===== src/rtl/core/command_line_tokenizer_core_defines.svh =====
// Assertion macros shared by the command line tokenizer RTL.
// Include by bare file name; no other dependencies.
`ifndef COMMAND_LINE_TOKENIZER_CORE_DEFINES_SVH
`define COMMAND_LINE_TOKENIZER_CORE_DEFINES_SVH

// Clocked check, masked while reset is asserted.
`define CLT_ASSERT(lbl, clk, rst_n, prop, msg) \
    lbl: assert property (@(posedge clk) disable iff (!rst_n) prop) else $error(msg);

// Clocked check that also holds during reset.
`define CLT_ASSERT_ALWAYS(lbl, clk, prop, msg) \
    lbl: assert property (@(posedge clk) prop) else $error(msg);

`endif


===== src/rtl/core/clt_pkg.sv =====
// Shared types and constants of the command line tokenizer.
// No dependencies; imported by every module of the block.
package clt_pkg;

    // Header layout and minimum line lengths
    localparam int CID_CHARS         = (8 * 8 + 7) / 5;
    localparam int PLAIN_BODY_START  = 5;
    localparam int PLAIN_MIN_LEN     = PLAIN_BODY_START + CID_CHARS;
    localparam int LEGACY_MIN_LEN    = 7;
    localparam int LEGACY_CMD_START  = 4;
    localparam int LEGACY_BODY_START = 8;
    localparam int CMD_LEN           = 3;

    localparam int POS_W   = 5;
    localparam int LEN_W   = POS_W + 1;
    localparam logic [POS_W-1:0] POS_MAX = '1;

    // Characters
    localparam logic [7:0] CHAR_S   = 8'h73;
    localparam logic [7:0] CHAR_N   = 8'h6E;
    localparam logic [7:0] CHAR_BSL = 8'h5C;
    localparam logic [7:0] CHAR_SP  = 8'h20;
    localparam logic [7:0] CHAR_LF  = 8'h0A;

    // Register reset values
    localparam logic [7:0] RST_CLIENT_CODE  = 8'd67;
    localparam logic [7:0] RST_DIRECT_CODE  = 8'd68;
    localparam logic [7:0] RST_FEATURE_CODE = 8'd70;

    // Result queue
    localparam int MAX_RESULTS = 3;
    localparam int RES_CNT_W   = 2;
    localparam int Q_DEPTH     = 4;
    localparam int Q_PTR_W     = 2;
    localparam int Q_CNT_W     = 3;

    typedef enum logic [1:0] {
        REG_CLIENT  = 2'd0,
        REG_DIRECT  = 2'd1,
        REG_FEATURE = 2'd2
    } t_cfg_reg;

    typedef enum logic [2:0] {
        KIND_TYPE   = 3'd0,
        KIND_CMD    = 3'd1,
        KIND_DATA   = 3'd2,
        KIND_END    = 3'd3,
        KIND_STATUS = 3'd4
    } t_kind;

    typedef enum logic [1:0] {
        CLS_SOURCE  = 2'd0,
        CLS_TARGET  = 2'd1,
        CLS_FEATURE = 2'd2,
        CLS_PARAM   = 2'd3
    } t_class;

    typedef enum logic [1:0] {
        ST_OK      = 2'd0,
        ST_SHORT   = 2'd1,
        ST_ESC_END = 2'd2,
        ST_BAD_ESC = 2'd3
    } t_status;

    typedef struct packed {
        t_kind      kind;
        logic [7:0] data;
        t_class     cls;
        t_status    status;
        logic       last;
    } t_result;

    typedef struct packed {
        logic [POS_W-1:0] pos;
        logic             legacy;
        logic [7:0]       line_type;
        logic             esc;
        logic             src;
        logic             tgt;
        logic             feat;
        logic             tne;
        t_status          err;
    } t_tok_state;

    typedef struct packed {
        logic [7:0] client;
        logic [7:0] direct;
        logic [7:0] feature;
    } t_cfg;

endpackage


===== src/rtl/core/clt_decode.sv =====
// Per-byte decode of the command line tokenizer: next state and up to three results.
// Depends on clt_pkg.
module clt_decode
    import clt_pkg::*;
(
    input  t_tok_state          i_state,
    input  t_cfg                i_cfg,
    input  logic [7:0]          i_byte,
    input  logic                i_first,
    input  logic                i_last,
    input  logic                i_legacy,
    output t_tok_state          o_state,
    output t_result             o_res [MAX_RESULTS],
    output logic [RES_CNT_W-1:0] o_cnt
);

    t_tok_state        s;
    logic              first;
    logic [POS_W-1:0]  pos;
    logic              body_en;
    logic              is_direct;
    logic              is_feature;
    t_class            sp_cls;
    t_class            fin_cls;
    logic [7:0]        esc_d;
    logic              esc_ok;
    logic [LEN_W-1:0]  len;
    logic [LEN_W-1:0]  min_len;
    t_status           st;
    t_result           cand [MAX_RESULTS];
    logic [MAX_RESULTS-1:0] vld;
    logic [RES_CNT_W-1:0] idx;

    always_comb begin
        s     = i_state;
        first = i_first || (i_state.pos == '0);
        if (first) begin
            s.pos       = '0;
            s.legacy    = i_legacy;
            s.line_type = i_legacy ? i_cfg.client : i_byte;
            s.esc       = 1'b0;
            s.src       = i_legacy;
            s.tgt       = 1'b0;
            s.feat      = 1'b0;
            s.tne       = 1'b0;
            s.err       = ST_OK;
        end
        pos        = s.pos;
        is_direct  = (s.line_type == i_cfg.direct);
        is_feature = (s.line_type == i_cfg.feature);

        // Class a space would give the current token
        if (!s.src)                    sp_cls = CLS_SOURCE;
        else if (is_direct && !s.tgt)  sp_cls = CLS_TARGET;
        else if (is_feature && !s.feat) sp_cls = CLS_FEATURE;
        else                           sp_cls = CLS_PARAM;

        // Escape decode
        esc_ok = 1'b1;
        esc_d  = CHAR_SP;
        if (i_byte == CHAR_S)                  esc_d = CHAR_SP;
        else if (i_byte == CHAR_N)             esc_d = CHAR_LF;
        else if (i_byte == CHAR_BSL)           esc_d = CHAR_BSL;
        else if (i_byte == CHAR_SP && s.legacy) esc_d = CHAR_SP;
        else                                   esc_ok = 1'b0;

        cand[0] = '0;
        cand[1] = '0;
        cand[2] = '0;
        vld     = '0;
        body_en = 1'b0;

        // Header or body result
        if (pos == '0) begin
            vld[0]       = 1'b1;
            cand[0].kind = KIND_TYPE;
            cand[0].data = s.line_type;
        end else if (s.legacy) begin
            if (pos >= POS_W'(LEGACY_CMD_START) && pos < POS_W'(LEGACY_CMD_START + CMD_LEN)) begin
                vld[0]       = 1'b1;
                cand[0].kind = KIND_CMD;
                cand[0].data = i_byte;
            end else if (pos >= POS_W'(LEGACY_BODY_START)) begin
                body_en = 1'b1;
            end
        end else begin
            if (pos <= POS_W'(CMD_LEN)) begin
                vld[0]       = 1'b1;
                cand[0].kind = KIND_CMD;
                cand[0].data = i_byte;
            end else if (pos >= POS_W'(PLAIN_BODY_START)) begin
                body_en = 1'b1;
            end
        end

        if (body_en && s.err == ST_OK) begin
            if (s.esc) begin
                s.esc = 1'b0;
                if (esc_ok) begin
                    vld[0]       = 1'b1;
                    cand[0].kind = KIND_DATA;
                    cand[0].data = esc_d;
                    cand[0].cls  = sp_cls;
                    s.tne        = 1'b1;
                end else begin
                    s.err = ST_BAD_ESC;
                end
            end else if (i_byte == CHAR_BSL) begin
                s.esc = 1'b1;
            end else if (i_byte == CHAR_SP) begin
                vld[0]       = 1'b1;
                cand[0].kind = KIND_END;
                cand[0].cls  = sp_cls;
                case (sp_cls)
                    CLS_SOURCE:  s.src  = 1'b1;
                    CLS_TARGET:  s.tgt  = 1'b1;
                    CLS_FEATURE: s.feat = 1'b1;
                    default:     ;
                endcase
                s.tne = 1'b0;
            end else begin
                vld[0]       = 1'b1;
                cand[0].kind = KIND_DATA;
                cand[0].data = i_byte;
                cand[0].cls  = sp_cls;
                s.tne        = 1'b1;
            end
        end

        // Final token class, from the flags after this byte
        if (!s.src)                    fin_cls = CLS_SOURCE;
        else if (is_direct && !s.tgt)  fin_cls = CLS_TARGET;
        else                           fin_cls = CLS_PARAM;

        len     = {1'b0, pos} + LEN_W'(1);
        min_len = s.legacy ? LEN_W'(LEGACY_MIN_LEN) : LEN_W'(PLAIN_MIN_LEN);
        st      = ST_OK;

        if (i_last) begin
            if (len < min_len)        st = ST_SHORT;
            else if (s.err != ST_OK)  st = s.err;
            else if (s.esc)           st = ST_ESC_END;
            else if (s.tne) begin
                vld[1]       = 1'b1;
                cand[1].kind = KIND_END;
                cand[1].cls  = fin_cls;
                case (fin_cls)
                    CLS_SOURCE: s.src = 1'b1;
                    CLS_TARGET: s.tgt = 1'b1;
                    default:    ;
                endcase
                s.tne = 1'b0;
            end
            vld[2]         = 1'b1;
            cand[2].kind   = KIND_STATUS;
            cand[2].status = st;
            s.pos          = '0;
        end else begin
            s.pos = (pos < POS_MAX) ? pos + POS_W'(1) : POS_MAX;
        end

        cand[0].last = !vld[1] && !vld[2];
        cand[1].last = !vld[2];
        cand[2].last = 1'b1;

        // Pack valid candidates to the front
        o_res[0] = '0;
        o_res[1] = '0;
        o_res[2] = '0;
        idx      = '0;
        for (int k = 0; k < MAX_RESULTS; k++) begin
            if (vld[k]) begin
                o_res[idx] = cand[k];
                idx        = idx + RES_CNT_W'(1);
            end
        end
        o_cnt   = idx;
        o_state = s;
    end

endmodule


===== src/rtl/core/clt_resq.sv =====
// Small result queue: takes up to three results a cycle, hands out one beat a cycle while the receiver is ready.
// Depends on clt_pkg and the assertion macro header.
`include "command_line_tokenizer_core_defines.svh"

module clt_resq
    import clt_pkg::*;
(
    input  logic                 i_clk,
    input  logic                 i_rst_n,
    input  logic [RES_CNT_W-1:0] i_wr_cnt,
    input  t_result              i_wr_item [MAX_RESULTS],
    output logic                 o_room,
    output logic                 o_valid,
    input  logic                 i_ready,
    output t_result              o_item
);

    t_result              r_mem [Q_DEPTH];
    logic [Q_PTR_W-1:0]   r_wr_ptr;
    logic [Q_PTR_W-1:0]   r_rd_ptr;
    logic [Q_CNT_W-1:0]   r_count;
    logic [Q_PTR_W-1:0]   n_wr_ptr;
    logic [Q_PTR_W-1:0]   n_rd_ptr;
    logic [Q_CNT_W-1:0]   n_count;
    logic                 pop;

    assign pop     = o_valid && i_ready;
    assign o_valid = (r_count != '0);
    assign o_item  = r_mem[r_rd_ptr];
    // Room for a full burst of results
    assign o_room  = (r_count <= Q_CNT_W'(Q_DEPTH - MAX_RESULTS));

    always_comb begin
        n_wr_ptr = r_wr_ptr + Q_PTR_W'(i_wr_cnt);
        n_rd_ptr = r_rd_ptr + Q_PTR_W'(pop);
        n_count  = r_count + Q_CNT_W'(i_wr_cnt) - Q_CNT_W'(pop);
    end

    always_ff @(posedge i_clk) begin
        if (!i_rst_n) begin
            r_wr_ptr <= '0;
            r_rd_ptr <= '0;
            r_count  <= '0;
        end else begin
            r_wr_ptr <= n_wr_ptr;
            r_rd_ptr <= n_rd_ptr;
            r_count  <= n_count;
        end
    end

    always_ff @(posedge i_clk) begin
        for (int k = 0; k < MAX_RESULTS; k++) begin
            if (RES_CNT_W'(k) < i_wr_cnt) begin
                r_mem[r_wr_ptr + Q_PTR_W'(k)] <= i_wr_item[k];
            end
        end
    end

    `CLT_ASSERT(a_no_overflow, i_clk, i_rst_n, (i_wr_cnt != '0) |-> (Q_CNT_W'(r_count) + Q_CNT_W'(i_wr_cnt) <= Q_CNT_W'(Q_DEPTH)), "result queue overflow")
    `CLT_ASSERT(a_ptr_match, i_clk, i_rst_n, (r_wr_ptr - r_rd_ptr) == r_count[Q_PTR_W-1:0], "queue pointers disagree with count")
    `CLT_ASSERT_ALWAYS(a_count_range, i_clk, !i_rst_n || (r_count <= Q_CNT_W'(Q_DEPTH)), "queue count beyond depth")

endmodule


===== src/rtl/core/command_line_tokenizer_core.sv =====
// Top level of the command line tokenizer: stream ports, config registers, line state.
// Depends on clt_pkg, clt_decode, clt_resq and the assertion macro header.
//
// Usage:
//   Slave stream carries one raw line byte per beat: tdata[7:0] is the byte,
//   tuser[0] marks the first byte of a line, tuser[1] selects legacy framing
//   (sampled at the line start), tlast marks the final byte of the line.
//   Master stream carries one result per beat: tuser[2:0] is the item kind
//   (type byte, command byte, token data, token end, line status), tdata holds
//   the decoded byte, the token class and the line status, and tlast flags the
//   last result caused by one input byte.
//   Each byte is decoded in the cycle it is accepted; its results are
//   registered into a four-entry result queue that feeds the master side.
//   One byte per cycle is sustained while each byte gives at most one result
//   and the receiver is ready; a line-end byte gives up to three results and
//   the queue drains them at one per cycle while the receiver is ready. tready
//   is high while the queue holds at most one result, so the receiver may stall
//   at will: results wait in the queue and input backs up once it fills.
//   Reset clears the line state and the queue and loads the type code
//   registers with 67, 68 and 70. Write registers only while the block is idle.
`include "command_line_tokenizer_core_defines.svh"

module command_line_tokenizer_core
    import clt_pkg::*;
(
    input  logic        i_clk,
    input  logic        i_rst_n,
    // Slave stream
    input  logic        i_s_axis_tvalid,
    output logic        o_s_axis_tready,
    input  logic [7:0]  i_s_axis_tdata,   // [7:0] line_byte
    input  logic [1:0]  i_s_axis_tuser,   // [0] first_byte, [1] legacy_framing
    input  logic        i_s_axis_tlast,   // last_byte
    // Master stream
    output logic        o_m_axis_tvalid,
    input  logic        i_m_axis_tready,
    output logic [15:0] o_m_axis_tdata,   // [7:0] data_byte, [9:8] token_class,
                                          // [11:10] status, [15:12] zero
    output logic [2:0]  o_m_axis_tuser,   // [2:0] item_kind
    output logic        o_m_axis_tlast,   // last_of_run
    // Configuration write port
    input  logic        i_cfg_we,
    input  logic [1:0]  i_cfg_idx,
    input  logic [7:0]  i_cfg_wdata
);

    t_cfg                 r_cfg;
    t_tok_state           r_state;
    t_tok_state           n_state;
    t_result              dec_res [MAX_RESULTS];
    logic [RES_CNT_W-1:0] dec_cnt;
    logic [RES_CNT_W-1:0] wr_cnt;
    logic                 q_room;
    logic                 accept;
    t_result              head;

    assign accept = i_s_axis_tvalid && o_s_axis_tready;
    assign o_s_axis_tready = q_room;

    // Config registers: index outside the list is dropped
    always_ff @(posedge i_clk) begin
        if (!i_rst_n) begin
            r_cfg.client  <= RST_CLIENT_CODE;
            r_cfg.direct  <= RST_DIRECT_CODE;
            r_cfg.feature <= RST_FEATURE_CODE;
        end else if (i_cfg_we) begin
            unique case (i_cfg_idx)
                REG_CLIENT:  r_cfg.client  <= i_cfg_wdata;
                REG_DIRECT:  r_cfg.direct  <= i_cfg_wdata;
                REG_FEATURE: r_cfg.feature <= i_cfg_wdata;
                default:     ;
            endcase
        end
    end

    clt_decode u_decode (
        .i_state  (r_state),
        .i_cfg    (r_cfg),
        .i_byte   (i_s_axis_tdata),
        .i_first  (i_s_axis_tuser[0]),
        .i_last   (i_s_axis_tlast),
        .i_legacy (i_s_axis_tuser[1]),
        .o_state  (n_state),
        .o_res    (dec_res),
        .o_cnt    (dec_cnt)
    );

    // Advance the line state only on an accepted beat
    always_ff @(posedge i_clk) begin
        if (!i_rst_n) begin
            r_state <= '0;
        end else if (accept) begin
            r_state <= n_state;
        end
    end

    assign wr_cnt = accept ? dec_cnt : '0;

    clt_resq u_resq (
        .i_clk     (i_clk),
        .i_rst_n   (i_rst_n),
        .i_wr_cnt  (wr_cnt),
        .i_wr_item (dec_res),
        .o_room    (q_room),
        .o_valid   (o_m_axis_tvalid),
        .i_ready   (i_m_axis_tready),
        .o_item    (head)
    );

    assign o_m_axis_tdata = {4'b0000, head.status, head.cls, head.data};
    assign o_m_axis_tuser = head.kind;
    assign o_m_axis_tlast = head.last;

    `CLT_ASSERT(a_pos_after_last, i_clk, i_rst_n, (accept && i_s_axis_tlast) |=> (r_state.pos == '0), "position not cleared after line end")
    `CLT_ASSERT(a_err_holds_esc, i_clk, i_rst_n, (r_state.err == ST_BAD_ESC) |-> !r_state.esc, "escape pending after unknown escape")
    `CLT_ASSERT(a_line_end_results, i_clk, i_rst_n, (accept && i_s_axis_tlast) |-> (dec_cnt != '0) && dec_res[dec_cnt - RES_CNT_W'(1)].kind == KIND_STATUS, "line end without status result")

endmodule

===== config.mk =====
export PLATFORM = sky130hd
export DESIGN_NAME = command_line_tokenizer_core
export DESIGN_NICKNAME = d
export VERILOG_FILES = /design/src/rtl/core/clt_pkg.sv /design/src/rtl/core/clt_decode.sv /design/src/rtl/core/clt_resq.sv /design/src/rtl/core/command_line_tokenizer_core.sv
export VERILOG_INCLUDE_DIRS = /design/src /design/src/rtl/core
export SDC_FILE = /design/constraint.sdc
export NUM_CORES = 1
export LEC_CHECK = 0
export ABC_AREA = 1
export BUFFER_PORTS_ARGS = -buffer_cell sky130_fd_sc_hd__buf_2
export CAP_MARGIN = 0
export CORE_UTILIZATION = 55
export CTS_CLUSTER_DIAMETER = 120
export DETAILED_ROUTE_END_ITERATION = 6
export GPL_TIMING_DRIVEN = 0
export MAX_ROUTING_LAYER = met4
export PLACE_DENSITY_LB_ADDON = 0.05
export SLEW_MARGIN = 10
export SYNTH_ARGS = -nofsm -noshare
export SYNTH_HDL_FRONTEND = slang
export SYNTH_SLANG_ARGS = --single-unit

===== constraint.sdc =====
create_clock -name i_clk -period 12.6 [get_ports i_clk]
set_input_delay 2.52 -clock i_clk [delete_from_list [all_inputs] [get_ports i_clk]]
set_output_delay 2.52 -clock i_clk [all_outputs]
set_load 0.005 [all_outputs]

==> results.rst <==
.. list-table::
   :header-rows: 1

   * - Metric
     - Value
   * - Number of register bits inferred by synthesis
     - 116
   * - Areal power density over the cells
     - 172 nW/µm²
   * - Crit-path most repeated cell
     - sky130_fd_sc_hd__nand2_1
   * - Maximum number of pins on one net before global-route repair
     - 17
   * - Biggest cell delay along the critical path
     - 0.38 ns
   * - Final Setup Violations
     - 0
   * - Required time at the worst-slack endpoint
     - 12.95 ns
   * - Cell taking the most area after synthesis
     - sky130_fd_sc_hd__edfxtp_1
   * - Area used by multi-input combinational logic
     - approximately 3200 µm²
   * - Last weighted congestion value of the routability-driven placer
     - about 0.89
   * - Transition at the pin with the smallest max-transition slack
     - 1.02 ns
   * - Slowest cell on the critical path
     - sky130_fd_sc_hd__fa_1
   * - Post-detailed-routing wire length
     - 19100 µm
   * - Post-CTS resize count
     - 0
   * - Hold/Removal Path Class
     - reg2reg
   * - Most frequent cell after synthesis
     - sky130_fd_sc_hd__nand2_1
   * - Top post-synthesis cells by count
     - sky130_fd_sc_hd__nand2_1 (176), sky130_fd_sc_hd__nor2_1 (142), sky130_fd_sc_hd__inv_1 (101), sky130_fd_sc_hd__o21ai_0 (92), sky130_fd_sc_hd__edfxtp_1 (64)
   * - Slew Limit Headroom
     - 31.3%
   * - Violations in the final reports
     - design-rule violations
   * - Total gr overflow
     - 0
   * - Share of the clock period used by the worst path
     - 53.2%
   * - Layout Skew
     - 0.00877 ns
   * - Number of synthesis warnings
     - 0
   * - Source of the worst register-to-register timing path
     - r_state[17]
   * - Insertion delay to the later sink of the worst-skew pair
     - 0.43 ns
   * - Leakage
     - 3.38 nW
   * - Total Nets Final
     - 982
   * - Final count of hold timing violations
     - 0
   * - Number of input and output port buffers inserted
     - 43
   * - Prevailing post-synth register cell
     - sky130_fd_sc_hd__edfxtp_1
   * - Setup Buffers After CTS
     - 0
   * - Routed wire per std cell
     - 17.4 µm
   * - End point of the critical path
     - u_resq.r_count[2]
   * - Number of clock sinks
     - 116
   * - Portion of synthesized cell area occupied by the leading cell type
     - 28.8%
   * - Drt drc
     - 5
   * - Synthesized area per cell
     - 7.63 µm²
   * - Origin of the worst setup path
     - i_s_axis_tuser[0]
   * - P&R area growth vs syn
     - 16.6%
   * - Clock tree from TritonCTS
     - done
   * - Die height
     - 112 µm
   * - Number of global-route vias before repair
     - 6217
   * - Run status
     - finished with violations
   * - Vias after detailed routing
     - 6246
   * - Worst R2R Path Depth
     - 31
   * - Remaining antenna violation count after routing
     - 0
   * - Clock period minus worst slack
     - 6.71 ns
   * - Initial antenna violation count
     - 0
   * - Fillcell total
     - 1026
   * - Netlist Area Pre-Place
     - 6670 µm²
   * - Power after layout
     - 1.33 mW
   * - Core Area
     - 11600 µm²
   * - Initial standard-cell utilization of the core
     - 57.5%
   * - VDD IR max
     - roughly 110 µV
   * - Fraction of final layout cells with drive strength greater than 1
     - 14.7%
   * - Endpoint of the worst register-to-register path
     - u_resq.r_count[2]
   * - Cts bufs inserted
     - 17
   * - Setup repair after global routing missed its margin
     - no
   * - Cell count after synthesis
     - 875
   * - Largest fanout on the critical path
     - 10
   * - Number of flops mapped to enable cells by yosys
     - 64
   * - TNS Setup
     - 0 ns
   * - Largest cells by area after synthesis
     - sky130_fd_sc_hd__edfxtp_1 (29%), sky130_fd_sc_hd__dfxtp_1 (16%), sky130_fd_sc_hd__nand2_1 (9.9%)
   * - Post-CTS Hold Fix Bufs
     - 0
   * - Flop2flop setup slack
     - 7.40 ns
   * - Sequential fraction of the synthesis area
     - 44.4%
   * - Routing usage on met2
     - between 50% and 60%
   * - Synth async-reset ratio
     - 0%
   * - Boundary Pins
     - 48
   * - GR met1 Demand/Resource
     - approximately 34%
   * - Critical path class
     - in2reg
   * - First-pass GRT wire length
     - 30500 µm
   * - Worst endpoint data arrival time
     - 7.06 ns
   * - Critical path startpoint category
     - input port
   * - Achievable clock frequency
     - 0.149 GHz
   * - Routing layer with the top usage in global route
     - met2
   * - Max-cap violations
     - 0
   * - HPWL after DPL
     - around 14000 µm
   * - Mean number of vias per cell
     - 5.68
   * - Unique cell type count in the Yosys netlist
     - 47
   * - Type of element capturing the critical path
     - flop
   * - Clock Tree Buf Depth
     - 2
   * - Horiz. Die Dim
     - 112 µm
   * - Row cnt
     - 39
   * - Number of DRC violations after detailed-routing iteration 0
     - about 420
   * - H-tree depth
     - 4
   * - DRT Pass-1 Iters
     - 7
   * - Worst-path clk slew
     - roughly 0.050 ns
   * - Ant diodes
     - 0
   * - Register area
     - 2960 µm²
   * - Clock root buffer master
     - sky130_fd_sc_hd__clkbuf_16
   * - Count of final max-slew check failures
     - 0
   * - Area of the die
     - roughly 13000 µm²
   * - Launch instance of the worst min-delay path
     - r_state[2]
   * - Met3 track demand over resource in global routing
     - 7.02%
   * - Tot GR Track Use
     - between 30% and 40%
[stage by stage]
step                      instances  setup slack (ns)  utilization [%]  hold WS (ns)  instance area (µm²)
after global placement         1064              4.41             60.9         0.440                 7080
final                          1100              5.89             67.0         0.464                 7780
after floorplan                 878              5.86                -         0.423                 6680
after detailed placement       1068              5.49             61.7         0.452                 7160
after CTS                      1100              5.92             67.0         0.466                 7780
after global routing           1100              5.44             67.0         0.488                 7780
[cell type report]
cell class | count | share of cell area [%]
multi-input cells | 621 | 40.9
flip-flops and latches | 116 | 38.1
clock buffers | 18 | 5.52
inverters | 110 | 5.31
repair buffers | 47 | 3.54
clock inverters | 14 | 2.40
well taps | 143 | 2.30
plain buffers | 31 | 1.99
[worst max-delay path: cells and delay by family]
| family | cells | cell delay, ns |
|---|---|---|
| and+or+nand+nor | 13 | 1.79 |
| AOI/OAI and AO/OA | 3 | 0.43 |
| xor gates and xnor gates | 1 | 0.18 |
| adders and majority gates | 5 | 1.23 |
| buffers and inverters | 9 | 0.90 |
[placed cells by master (no fill, tap or decap), types with 6 or more instances in the layout]
cell and n:
sky130_fd_sc_hd__nand2_1 176, sky130_fd_sc_hd__nor2_1 142, sky130_fd_sc_hd__inv_1 101, sky130_fd_sc_hd__o21ai_0 89, sky130_fd_sc_hd__edfxtp_1 64, sky130_fd_sc_hd__dfxtp_1 52, sky130_fd_sc_hd__buf_2 47, sky130_fd_sc_hd__a21oi_1 41
sky130_fd_sc_hd__nand3_1 39, sky130_fd_sc_hd__clkbuf_1 21, sky130_fd_sc_hd__o22ai_1 20, sky130_fd_sc_hd__clkbuf_16 17, sky130_fd_sc_hd__o211ai_1 11, sky130_fd_sc_hd__ha_1 11, sky130_fd_sc_hd__nand3b_1 9, sky130_fd_sc_hd__inv_2 8
sky130_fd_sc_hd__nand2_2 8, sky130_fd_sc_hd__nor2_2 6, sky130_fd_sc_hd__nor3_1 6
[metal layers]
metal	vias up	part of all wire, %	wire [µm]
met1	2879	39	7500
met5	-	0	0
met4	0	4.8	924
met2	247	50	9610
met3	72	5.6	1080
li1	3048	-	-
[worst min-delay path by stage]
stage                     cells past startpoint                 to
after CTS                                     2         r_state[2]
after detailed placement                      2          r_cfg[17]
after global routing                          2          r_cfg[20]
after global placement                        1  u_resq.r_count[2]
final                                         2         r_state[2]
after floorplan                               1  u_resq.r_count[2]
[cell families after synthesis]
family	Yosys count	share of synthesized area (%)
AND/OR/NAND/NOR	408	26.9
AO/OA/AOI/OAI	191	17.0
buffers and inverters	141	8.51
flip-flops	116	44.4
adder cells (fa/ha/maj)	12	2.36
XOR/XNOR	6	0.788
other	1	0.0562
[where the power goes]
part / leakage, nW / total [mW] / switching, mW / internal, mW
sequential: 1.02 / 0.488 / 0.0236 / 0.464
clock: 0.299 / 0.509 / 0.180 / 0.329
combinational: 2.06 / 0.338 / 0.223 / 0.115
total: 3.38 / 1.33 / 0.427 / 0.908
[sequential cells by signal, summed over array words and instances (netlist names)]
name	cells
r_cfg	24
r_state	21
u_resq.r_count	3
u_resq.r_mem	64
u_resq.r_rd_ptr	2
u_resq.r_wr_ptr	2
Power figures use the tool's default switching activity.
